## src/sv/punycode_label_encoder_top_assert.svh

```systemverilog
// ----------------------------------------------------------------------------
// Assertion macros for the Punycode label encoder
// Each macro expands to one labeled concurrent assertion on clk_i / rst_ni.
// ----------------------------------------------------------------------------
`ifndef PUNYCODE_LABEL_ENCODER_TOP_ASSERT_SVH
`define PUNYCODE_LABEL_ENCODER_TOP_ASSERT_SVH

// Same-cycle implication
`define PCE_ASSERT_IMP(lbl, ante, cons, msg) \
  lbl: assert property (@(posedge clk_i) disable iff (!rst_ni) (ante) |-> (cons)) \
    else $error(msg);

// Next-cycle implication
`define PCE_ASSERT_NXT(lbl, ante, cons, msg) \
  lbl: assert property (@(posedge clk_i) disable iff (!rst_ni) (ante) |=> (cons)) \
    else $error(msg);

`endif

```

## src/sv/pce_pkg.sv

```systemverilog
// ----------------------------------------------------------------------------
// pce_pkg
// Types, constants and helpers shared by the Punycode label encoder.
// ----------------------------------------------------------------------------
package pce_pkg;

  localparam int CP_W    = 21;
  localparam int CHAR_W  = 7;
  localparam int DELTA_W = 32;
  localparam int DIV_W   = 10;
  localparam int BIAS_W  = 12;
  localparam int K_W     = 10;
  localparam int RCP_W   = 33;

  localparam logic [CP_W-1:0]   CP_LIMIT  = 21'h110000;
  localparam logic [CP_W-1:0]   BASIC_MAX = 21'd127;
  localparam logic [CP_W-1:0]   N_INIT    = 21'd127;
  localparam logic [DIV_W-1:0]  SKEW      = 10'd38;
  localparam logic [DELTA_W-1:0] DELTA_BIG = 32'd455;
  localparam logic [K_W-1:0]    K_STEP    = 10'd36;
  localparam logic [CHAR_W-1:0] CHAR_DASH = 7'h2D;

  // Reciprocals for the constant divisions (exact for any 32-bit dividend)
  localparam logic [RCP_W-1:0]  RCP_DAMP    = 33'd6282923588;  // ceil(2^42 / 700)
  localparam int                RCP_DAMP_SH = 42;
  localparam logic [RCP_W-1:0]  RCP_35      = 33'd7853654485;  // ceil(2^38 / 35)
  localparam int                RCP_35_SH   = 38;

  localparam logic signed [BIAS_W-1:0] BIAS_INIT = -12'sd72;
  localparam logic signed [BIAS_W-1:0] BIAS_STEP = 12'sd36;
  localparam logic signed [BIAS_W-1:0] BIAS_TMIN = 12'sd1;
  localparam logic signed [BIAS_W-1:0] BIAS_TMAX = 12'sd26;

  // Datapath operations issued by the controller
  typedef enum logic [4:0] {
    OP_NONE,
    OP_ACCEPT,
    OP_EMIT_DASH,
    OP_INIT,
    OP_MIN_INIT,
    OP_MIN_STEP,
    OP_MUL,
    OP_ADD_PROD,
    OP_SCAN_STEP,
    OP_Q_LOAD,
    OP_T_STEP,
    OP_Q_SUB,
    OP_DIV_Q,
    OP_EMIT_REM,
    OP_EMIT_Q,
    OP_DAMP,
    OP_DIV_DONE,
    OP_BOOST_LD,
    OP_DIV_35,
    OP_DIV_SKEW,
    OP_SKEW_LD,
    OP_NEXT,
    OP_FINISH
  } dp_op_e;

  typedef enum logic [4:0] {
    S_IDLE,
    S_DASH,
    S_INIT,
    S_OUTER,
    S_MIN,
    S_MIN_CHK,
    S_ADD,
    S_SCAN,
    S_T,
    S_CMP,
    S_QDIV,
    S_QWAIT,
    S_EMIT_REM,
    S_EMIT_Q,
    S_DAMP,
    S_BOOST,
    S_BOOST_W,
    S_LOOP,
    S_SKEW_W,
    S_OUTER_END,
    S_FINISH
  } ctrl_state_e;

  typedef struct packed {
    dp_op_e op;
  } dp_cmd_t;

  typedef struct packed {
    logic out_free;
    logic emit_ok;
    logic basic_any;
    logic all_done;
    logic idx_last;
    logic m_none;
    logic c_eq_m;
    logic q_lt_t;
    logic delta_big;
    logic div_done;
    logic div_busy;
  } dp_stat_t;

  // Base-36 digit to ASCII: 0..25 -> a..z, 26..35 -> 0..9
  function automatic logic [CHAR_W-1:0] digit_char(input logic [5:0] d);
    logic [CHAR_W-1:0] r;
    if (d < 6'd26) r = 7'd97 + CHAR_W'(d);
    else           r = 7'd22 + CHAR_W'(d);
    return r;
  endfunction

  function automatic logic [CHAR_W-1:0] lower_char(input logic [CHAR_W-1:0] c);
    logic [CHAR_W-1:0] r;
    if (c >= 7'd65 && c <= 7'd90) r = c + 7'd32;
    else                          r = c;
    return r;
  endfunction

endpackage

```

## src/sv/pce_ctrl.sv

```systemverilog
// ----------------------------------------------------------------------------
// pce_ctrl
// Sequencer: input intake, minimum scans, digit generation, bias adaptation.
// ----------------------------------------------------------------------------
module pce_ctrl (
  input  logic              clk_i,
  input  logic              rst_ni,
  input  logic              in_valid_i,
  input  logic              in_last_i,
  output logic              in_ready_o,
  output pce_pkg::dp_cmd_t  cmd_o,
  input  pce_pkg::dp_stat_t stat_i
);
  import pce_pkg::*;

  ctrl_state_e state_q, state_d;

  always_ff @(posedge clk_i or negedge rst_ni) begin
    if (!rst_ni) state_q <= S_IDLE;
    else         state_q <= state_d;
  end

  // Next state and datapath command
  always_comb begin
    state_d    = state_q;
    cmd_o.op   = OP_NONE;
    in_ready_o = 1'b0;
    case (state_q)
      S_IDLE: begin
        in_ready_o = stat_i.out_free;
        if (in_valid_i && stat_i.out_free) begin
          cmd_o.op = OP_ACCEPT;
          if (in_last_i) state_d = S_DASH;
        end
      end
      S_DASH: begin
        if (!stat_i.basic_any) begin
          state_d = S_INIT;
        end else if (stat_i.emit_ok) begin
          cmd_o.op = OP_EMIT_DASH;
          state_d  = S_INIT;
        end
      end
      S_INIT: begin
        cmd_o.op = OP_INIT;
        state_d  = S_OUTER;
      end
      S_OUTER: begin
        if (stat_i.all_done) begin
          state_d = S_FINISH;
        end else begin
          cmd_o.op = OP_MIN_INIT;
          state_d  = S_MIN;
        end
      end
      S_MIN: begin
        cmd_o.op = OP_MIN_STEP;
        if (stat_i.idx_last) state_d = S_MIN_CHK;
      end
      S_MIN_CHK: begin
        if (stat_i.m_none) begin
          state_d = S_FINISH;
        end else begin
          cmd_o.op = OP_MUL;
          state_d  = S_ADD;
        end
      end
      S_ADD: begin
        cmd_o.op = OP_ADD_PROD;
        state_d  = S_SCAN;
      end
      S_SCAN: begin
        if (stat_i.c_eq_m) begin
          cmd_o.op = OP_Q_LOAD;
          state_d  = S_T;
        end else begin
          cmd_o.op = OP_SCAN_STEP;
          if (stat_i.idx_last) state_d = S_OUTER_END;
        end
      end
      S_T: begin
        cmd_o.op = OP_T_STEP;
        state_d  = S_CMP;
      end
      S_CMP: begin
        if (stat_i.q_lt_t) begin
          state_d = S_EMIT_Q;
        end else begin
          cmd_o.op = OP_Q_SUB;
          state_d  = S_QDIV;
        end
      end
      S_QDIV: begin
        cmd_o.op = OP_DIV_Q;
        state_d  = S_QWAIT;
      end
      S_QWAIT: begin
        if (stat_i.div_done) state_d = S_EMIT_REM;
      end
      S_EMIT_REM: begin
        if (stat_i.emit_ok) begin
          cmd_o.op = OP_EMIT_REM;
          state_d  = S_T;
        end
      end
      S_EMIT_Q: begin
        if (stat_i.emit_ok) begin
          cmd_o.op = OP_EMIT_Q;
          state_d  = S_DAMP;
        end
      end
      S_DAMP: begin
        cmd_o.op = OP_DAMP;
        state_d  = S_BOOST;
      end
      S_BOOST: begin
        cmd_o.op = OP_DIV_DONE;
        state_d  = S_BOOST_W;
      end
      S_BOOST_W: begin
        if (stat_i.div_done) begin
          cmd_o.op = OP_BOOST_LD;
          state_d  = S_LOOP;
        end
      end
      // One reciprocal step per cycle while delta is large
      S_LOOP: begin
        if (stat_i.delta_big) begin
          cmd_o.op = OP_DIV_35;
        end else begin
          cmd_o.op = OP_DIV_SKEW;
          state_d  = S_SKEW_W;
        end
      end
      S_SKEW_W: begin
        if (stat_i.div_done) begin
          cmd_o.op = OP_SKEW_LD;
          state_d  = stat_i.idx_last ? S_OUTER_END : S_SCAN;
        end
      end
      S_OUTER_END: begin
        cmd_o.op = OP_NEXT;
        state_d  = S_OUTER;
      end
      S_FINISH: begin
        if (stat_i.out_free) begin
          cmd_o.op = OP_FINISH;
          state_d  = S_IDLE;
        end
      end
      default: begin
        state_d = S_IDLE;
      end
    endcase
  end

endmodule

```

## config.mk

```make
export PLATFORM = sky130hd
export DESIGN_NAME = pce_ctrl
export DESIGN_NICKNAME = d
export VERILOG_FILES = /design/src/sv/punycode_label_encoder_top_assert.svh /design/src/sv/pce_pkg.sv /design/src/sv/pce_ctrl.sv
export SDC_FILE = /design/constraint.sdc
export NUM_CORES = 1
export LEC_CHECK = 0
export BUFFER_PORTS_ARGS = -buffer_cell sky130_fd_sc_hd__buf_2
export CAP_MARGIN = 40
export CORE_MARGIN = 3
export CORE_UTILIZATION = 57
export DETAILED_ROUTE_END_ITERATION = 10
export GPL_TIMING_DRIVEN = 0
export PLACE_DENSITY = 0.84
export SYNTH_ARGS = -nofsm -noshare
export SYNTH_HDL_FRONTEND = slang
export SYNTH_SLANG_ARGS = --single-unit
```

## constraint.sdc

```tcl
create_clock -name clk_i -period 3.3 [get_ports clk_i]
set_input_delay 0.165 -clock clk_i [delete_from_list [all_inputs] [get_ports clk_i]]
set_output_delay 0.165 -clock clk_i [all_outputs]
set_load 0.05 [all_outputs]
```

# Word-level counts from Yosys, hierarchy flattened
# Cells that the tools add are included.
dict set report totals {
  register_bits 5
  latch_bits 0
  ramBits 0
  mem_bits_ro 0
  inputBits 15
  output_inout_bits 6
  word_cells 71
  memories 0
}
dict set report op_classes {
  add_sub_neg 0
  mul 0
  div 0
  n_lt_le_gt_ge 0
  n_eq_ne 32
  n_shift 0
  muxes 34
  bitwise_logic 0
  n_reduce_logical 4
}
# cell n
set ops {}
lappend ops {{one-hot mux 5 bit (20 select lines)} 2}
lappend ops {{two-way mux 5 bit} 20}
lappend ops {{== test 5 x 4 -> 1 bit, second input constant} 8}
lappend ops {{== test 5 bit, second input constant} 5}
lappend ops {{== test 5 x 3 -> 1 bit, second input constant} 4}
lappend ops {{!= test 2 bit, second input constant} 10}
lappend ops {{two-way mux 4 bit} 3}
lappend ops {{AND reduction 12 bit} 1}
lappend ops {{== test 5 x 2 -> 1 bit, second input constant} 2}
lappend ops {{two-way mux 3 bit} 3}
lappend ops {{!= test 3 bit, second input constant} 2}
lappend ops {{== test 5 x 1 -> 1 bit, second input constant} 1}
lappend ops {{zero test 5 bit} 1}
lappend ops {{two-way mux 1 bit} 4}
lappend ops {{two-way mux 2 bit} 2}
lappend ops {{OR reduction 2 bit} 1}
lappend ops {{logical AND 1 bit} 1}

# Longest topological paths before layout
# Gate-level depths: netlist (run 1).
dict set report logic_depth {
  depth_word 3
  ltp_mapped 8
  mapped_depth_nobuf 5
}

# Least setup slack after synthesis (run 1)
# OpenSTA, ideal clock, no wires.
dict set report synth_path {
  kind {register to output}
  startpoint {register state_q[2]}
  endpoint {output port cmd_o[4] (netlist bit)}
  arrival_ps 2093
  required_ps 3135
  slack_ps 1042
  path_stages_with_launch 5
  path_buffers 3
  path_cell_list {dfrtp_1 -> buf_4 -> buf_2 -> buf_1 -> o31ai_1}
}
# item line_no
set synth_lines {}
lappend synth_lines {{from (decl)} pce_ctrl.sv:16} ;# ctrl_state_e state_q, state_d;
lappend synth_lines {{from (signal assigned)} pce_ctrl.sv:20} ;# else state_q <= state_d;
lappend synth_lines {{to (decl)} pce_ctrl.sv:11} ;# output pce_pkg::dp_cmd_t cmd_o,

==> impl_metrics.toml, run 1 <==
[run_status]
status = "finished clean"

[cts]
htreeDepth = 1
max-clock-path-buffers = 2
clk_pin_slew_worst_paths_ps = 50
clk_latency_ps = 250
ctsResizeCount = 0
cts_inserted_buffers = 3
cts_tree = "built"
clockRootBuffer = "clkbuf_4"
cts.sinks = 5

[synthesis]
syn-cell-area_um2 = 925
synth_top_flop_cell = "dfrtp_1"
mappedNetlistNets = 148
yosysUniqueCellTypes = 45
avgSynthCellArea_um2 = 6.95
yosysSeqAreaShare = 0.135
ys_ff_latch = 5
synth_edf_count = 0
synth-async-reset-ratio = 1.00
yosys_warnings = 0
synthDominantCellAreaShare = 0.135
yosys.area.top_type = "dfrtp_1"
synthTopCellsByArea = "dfrtp_1 (14%), o21ai_0 (6.0%), nand2_1 (5.7%)"
synthCells = 133

[placed_design]
io_buffers = 19
dpl.hpwl_mm = 2.21
place_area_um2 = 1040
routabilityCongestion = 0.972

[routing]
wirelength_mm = 3.04
wire_per_inst_um = 17.7
vias = 1215
via_per_inst = 7.06
drc = 0
drtIter0Drc = 70
ant_nets = 0
dr.pass1.iters = 4

[final_layout]
drive_above_1_share = 0.236
nNetsFinal = 173
post-route-cell-area_um2 = 1070
largest_reg_flops = 5
area_growth_pct = 16.2
fillers = 118
regMostFlops = "state_q"
top_regs = "state_q (5)"
seqCellArea_um2 = 125
multi_input_area_um2 = 702
diodes = 0

[critical_path]
regToRegEndpoint = "state_q[0]$_DFFE_PN0P_"
worstReg2RegStart = "state_q[1]$_DFFE_PN0P_"
worstPathArrival_ps = 2170
worstSetupPathType = "flip-flop to output pin"
reg2regPathDepth = 6
reg2reg_slack_ps = 1260
end_kind = "output pin"
path_max_fanout = 10
worstSetupStartpointType = "flip-flop"
critPathRequiredTime_ps = 3130

[die]
initial_core_util = 0.653
die_x_um = 46.3
ios = 21
chipHeight_um = 46.3
num_rows = 13
dieArea_um2 = 2140
core-area_um2 = 1420

[timing]
hold_viol_final = 0
slew_headroom = 0.672
finalSetupViolCount = 0
rsz0062_at_grt = "no"
fmax_mhz = 428
tightestPinTransition_ps = 492
tns_ps = 0
slew_violations = 0
fin_crit_ps = 2330
post-route-period-util = 0.707
fin_worst_skew_ps = 5.61

[global_route]
grtUsageTotal = 0.312
grt_overflow = 0
grt_pass1_wl_mm = 4.85
grt_max_degree = 11
grt_pass1_vias = 1076
antenna_found_initial = 0

[job]
cap_viol_max_count = 0

[hold_path]
hold_path_class = "input pin to async pin"

[power]
p_per_area_nw_per_um2 = 1220
leakagePower_nw = 0.460
irDropWorstVdd_v = 0.000712
-- Yosys cell counts, types with 2 or more instances --
| master | count |
|---|---|
| a22oi_1 | 3 |
| nand2b_1 | 3 |
| o21ai_0 | 11 |
| inv_1 | 3 |
| o31ai_1 | 2 |
| a21oi_1 | 8 |
| nor2b_1 | 5 |
| nand2_1 | 14 |
| buf_2 | 3 |
| o21bai_1 | 2 |
| nand3_1 | 10 |
| mux2_2 | 2 |
| o211ai_1 | 2 |
| buf_4 | 2 |
| nor3_1 | 2 |
| nand4_1 | 2 |
| nor2_1 | 12 |
| and2_1 | 2 |
| a211oi_1 | 3 |
| o221ai_1 | 3 |
| nand3b_1 | 2 |
| clkbuf_1 | 4 |
| mux2i_1 | 3 |
| buf_6 | 3 |
| dfrtp_1 | 5 |
| nor4_1 | 3 |
-- worst max path at each step --
stage | startpoint | cells past startpoint | slack [ps] | end
floorplan | state_q[2]$_DFFE_PN0P_ | 4 | 1040 | cmd_o[4]
global placement | state_q[2]$_DFFE_PN0P_ | 8 | 1300 | cmd_o[2]
detailed placement | state_q[0]$_DFFE_PN0P_ | 8 | 1290 | cmd_o[0]
CTS | state_q[0]$_DFFE_PN0P_ | 8 | 1020 | cmd_o[0]
global route | state_q[0]$_DFFE_PN0P_ | 8 | 830 | cmd_o[0]
finish | state_q[1]$_DFFE_PN0P_ | 8 | 970 | cmd_o[0]
-- per-stage QoR --
stage               utilization  hold slack, ps  worst slack [ps]  total power (W)  instances
floorplan                     -            -131              1040         0.000970        133
global placement          0.734           -22.2              1300          0.00118        167
finish                    0.760             279               966          0.00131        172
CTS                       0.760             280              1020          0.00128        172
detailed placement        0.734           -11.6              1290          0.00120        167
global route              0.760             270               831          0.00139        172
-- timing repair --
item	CTS	global route
setup buffers	0	0
hold endpoints to repair	5	0
hold buffers	1	0
-- layout make-up --
class,count,area share
timing repair buffer,20,0.0978
inverter,4,0.0140
clock buffer,4,0.0244
sequential,5,0.116
buffer,13,0.0768
tap,15,0.0175
multi-input combinational,111,0.653
-- kinds of logic (layout without fill, tap and decap cells) --
family                 after synthesis  after routing  synth area share
multiplexers                         5              5            0.0568
buffers and inverters               17             41             0.106
XOR/XNOR                             1              1           0.00947
AND/OR/NAND/NOR                     63             63             0.387
AO/OA/AOI/OAI                       42             42             0.306
flip-flops                           5              5             0.135
-- layout by cell type, fill, tap and decap left out, types with 3 or more instances in the layout --
cell / n
o221ai_1: 3
a211oi_1: 3
buf_6: 3
o21ai_0: 11
a22oi_1: 3
nor2b_1: 5
nand2_1: 14
a21oi_1: 8
dfrtp_1: 5
nand3_1: 10
nor4_1: 3
nand2b_1: 3
mux2i_1: 3
buf_2: 22
clkbuf_1: 5
nor2_1: 12
inv_1: 3
clkbuf_4: 3
-- report_power, final --
group	total, W	internal (W)	switching (W)
sequential	0.000103	0.0000914	0.0000117
combinational	0.00113	0.000389	0.000743
clock	0.0000746	0.0000459	0.0000286
-- critical path, stage by stage (launching register included) --
cell,delay (ps)
dfrtp_1,340
buf_6,140
buf_2,220
clkbuf_1,420
nand3_1,130
o21ai_0,100
a2bb2oi_1,100
o221ai_1,170
buf_2,290
-- routing by layer --
metal	vias to the layer above	GRT usage	routed length [µm]
li1	542	-	-
met4	0	0.131	138
met1	549	0.431	1210
met2	99	0.473	1340
met5	-	0	0
met3	25	0.0508	351
(Power assumes the default switching activity.)
==> run 2: changes to the inputs <==
--- a/config.mk
+++ b/config.mk
@@ -5,13 +5,15 @@
 export SDC_FILE = /design/constraint.sdc
 export NUM_CORES = 1
 export LEC_CHECK = 0
+export ABC_AREA = 1
 export BUFFER_PORTS_ARGS = -buffer_cell sky130_fd_sc_hd__buf_2
 export CAP_MARGIN = 40
+export CORE_ASPECT_RATIO = 1.4
 export CORE_MARGIN = 3
-export CORE_UTILIZATION = 57
+export CORE_UTILIZATION = 47
 export DETAILED_ROUTE_END_ITERATION = 10
 export GPL_TIMING_DRIVEN = 0
-export PLACE_DENSITY = 0.84
+export PLACE_DENSITY = 0.74
 export SYNTH_ARGS = -nofsm -noshare
 export SYNTH_HDL_FRONTEND = slang
 export SYNTH_SLANG_ARGS = --single-unit
==> constraint.sdc (replaced) <==
create_clock -name clk_i -period 2.1 [get_ports clk_i]
set_input_delay 0.105 -clock clk_i [delete_from_list [all_inputs] [get_ports clk_i]]
set_output_delay 0.105 -clock clk_i [all_outputs]
set_load 0.05 [all_outputs]
==> run 2 against run 1 <==
Largest power group unchanged. Worst hold slack worse by 65 ps. Die area increased by 12%. First-iteration DRC count shrank 10%. Non-clock buffer count down 10. Setup slack worse by 800 ps. Critical path type unchanged. Clock-buffer cell count unchanged.
==> impl_metrics.toml, run 2 <==
[final_layout]
post-route-cell-area_um2 = 1040
top_regs = "state_q (5)"
diodes = 0
multi_input_area_um2 = 646
fillers = 186
final_common_cell = "nand2_1"
regMostFlops = "state_q"
drive_above_1_share = 0.241
layout_common_cells = "nand2_1 (58), nor2_1 (28), nand3_1 (20)"
seqCellArea_um2 = 128
nNetsFinal = 207
largest_reg_flops = 5
area_growth_pct = 20.8

[job]
cap_viol_max_count = 0

[cts]
clockRootBuffer = "clkbuf_4"
cts_inserted_buffers = 3
cts_tree = "built"
htreeDepth = 1
clk_pin_slew_worst_paths_ps = 40
clk_latency_ps = 240
cts.sinks = 5
max-clock-path-buffers = 2
post-cts-setup-buffer-count = 0

[timing]
slew_violations = 0
hold_viol_final = 0
slew_headroom = 0.809
fmax_mhz = 517
rsz0062_at_grt = "no"
fin_crit_ps = 1930
tightestPinTransition_ps = 285
finalSetupViolCount = 0
fin_worst_skew_ps = 0.591
tns_ps = 0
post-route-period-util = 0.921
hold-worst-slack_ps = 214

[global_route]
grt_pass1_vias = 1024
grt_pass1_wl_mm = 4.48
antenna_found_initial = 0
grt_max_degree = 11
grt_overflow = 0
grtUsageTotal = 0.233

[synthesis]
mappedNetlistNets = 182
yosysMostFrequentCell = "nand2_1"
synth_common_cells = "nand2_1 (59), nor2_1 (29), nand3_1 (20)"
synth_edf_count = 0
synthTopCellsByArea = "nand2_1 (26%), dfrtp_1 (14%), nor2_1 (13%)"
yosys.area.top_type = "nand2_1"
syn-cell-area_um2 = 865
synth_top_flop_cell = "dfrtp_1"
yosysUniqueCellTypes = 20
yosys_warnings = 0
yosysSeqAreaShare = 0.145
synthDominantCellAreaShare = 0.256
synthCells = 167
synth-async-reset-ratio = 1.00
avgSynthCellArea_um2 = 5.18
ys_ff_latch = 5

[critical_path]
cpLargestDelayFamily = "simple AND/OR/NAND/NOR gates"
reg2regPathDepth = 11
path_max_fanout = 6
worstSetupStartpointType = "flip-flop"
regToRegEndpoint = "state_q[1]$_DFFE_PN0P_"
worstSetupPathType = "flip-flop to output pin"
reg2reg_slack_ps = 490
worstReg2RegStart = "state_q[1]$_DFFE_PN0P_"
cp_slowest_cell = "dfrtp_1"
worstPathBufferInverterCount = 3
critPathRequiredTime_ps = 2000
cp_common_cell = "nor2_2"
worstPathArrival_ps = 1830
max_stage_delay_ps = 470
crit_chain = "inv_2, nor2_2, inv_1, nor2_2, nand2_1, o21ai_0, nand3b_1, clkbuf_4"
end_kind = "output pin"
crit_cells = 8

[placed_design]
io_buffers = 19
dpl.hpwl_mm = 2.21
routabilityCongestion = 0.967
place_area_um2 = 983

[routing]
wirelength_mm = 2.72
via_per_inst = 5.37
vias = 1128
drtIter0Drc = 63
dr.pass1.iters = 4
drc = 0
wire_per_inst_um = 13.0
ant_nets = 0

[die]
core-area_um2 = 1660
ios = 21
chipHeight_um = 56.7
num_rows = 17
dieArea_um2 = 2400
initial_core_util = 0.521
die_x_um = 42.3

[power]
p_switching_w = 0.00109
clock_power_share = 0.063
irDropWorstVdd_v = 0.000848
seqPwrFrac = 0.121
p_int_w = 0.000624
comb_power_share = 0.815
finalPower_w = 0.00171
swShare = 0.636
leakagePower_nw = 0.623
p_per_area_nw_per_um2 = 1640

[run_status]
status = "finished clean"

[hold_path]
hold_path_class = "input pin to async pin"
-- run 2: cell count changes after synthesis, moves of 4 or more --
cell | before | now
nand4_1 | 2 | 7
nor2_2 | 0 | 4
nand2_1 | 14 | 59
nor2b_1 | 5 | 0
o21ai_0 | 11 | 6
inv_2 | 0 | 4
inv_1 | 3 | 16
clkbuf_1 | 4 | 0
a21oi_1 | 8 | 3
nor2_1 | 12 | 29
nand3_1 | 10 | 20
-- run 2: repair_timing --
item,in CTS,in global routing
hold endpoints to repair,5,0
resized for setup,0,9
setup endpoints to repair,0,3
hold buffers,1,0
-- run 2: metrics by stage --
stage / utilization / worst slack [ps] / cells
CTS: 0.615 / 96.0 / 210
finish: 0.630 / 165 / 210
global placement: 0.593 / 413 / 205
detailed placement: 0.593 / 360 / 205
floorplan: - / 475 / 167
global route: 0.630 / 1.21 / 210
-- run 2: worst max path at each step --
stage	to	startpoint	slack [ps]
detailed placement	cmd_o[3]	state_q[1]$_DFFE_PN0P_	360
CTS	cmd_o[3]	state_q[1]$_DFFE_PN0P_	100
floorplan	in_ready_o	state_q[0]$_DFFE_PN0P_	470
global route	cmd_o[1]	state_q[0]$_DFFE_PN0P_	1
global placement	cmd_o[3]	state_q[1]$_DFFE_PN0P_	410
finish	cmd_o[3]	state_q[3]$_DFFE_PN0P_	170
-- run 2: kinds of logic after synthesis --
| kind of cell | after synthesis | synth area share |
|---|---|---|
| and+or+nand+nor | 127 | 0.658 |
| buffers and inverters | 24 | 0.126 |
| AOI/OAI and AO/OA | 11 | 0.0709 |
| DFF | 5 | 0.145 |
-- run 2: power by group through the flow --
stage | clock network, W | registers (W) | logic (W)
3_3_place_gp | 0 | 0.000200 | 0.00132
5_1_grt | 0.000116 | 0.000216 | 0.00154
6_report | 0.000109 | 0.000208 | 0.00140
4_1_cts | 0.000115 | 0.000202 | 0.00134
3_5_place_dp | 0 | 0.000203 | 0.00134
2_1_floorplan | 0 | 0.000193 | 0.00105
-- run 2: routing by layer --
layer,part of all wire,vias to the layer above,GRT usage
met2,0.50,59,0.403
met3,0.069,14,0.00321
met4,0.052,0,0.129
li1,-,582,-
met5,0,-,0
met1,0.38,473,0.285
-- run 2: final cells by class --
type / count / area share
multi-input cells: 138 / 0.618
repair buffers: 20 / 0.108
plain buffers: 3 / 0.0287
flip-flops and latches: 5 / 0.122
inverters: 21 / 0.0754
clock buffers: 4 / 0.0251
well taps: 19 / 0.0228
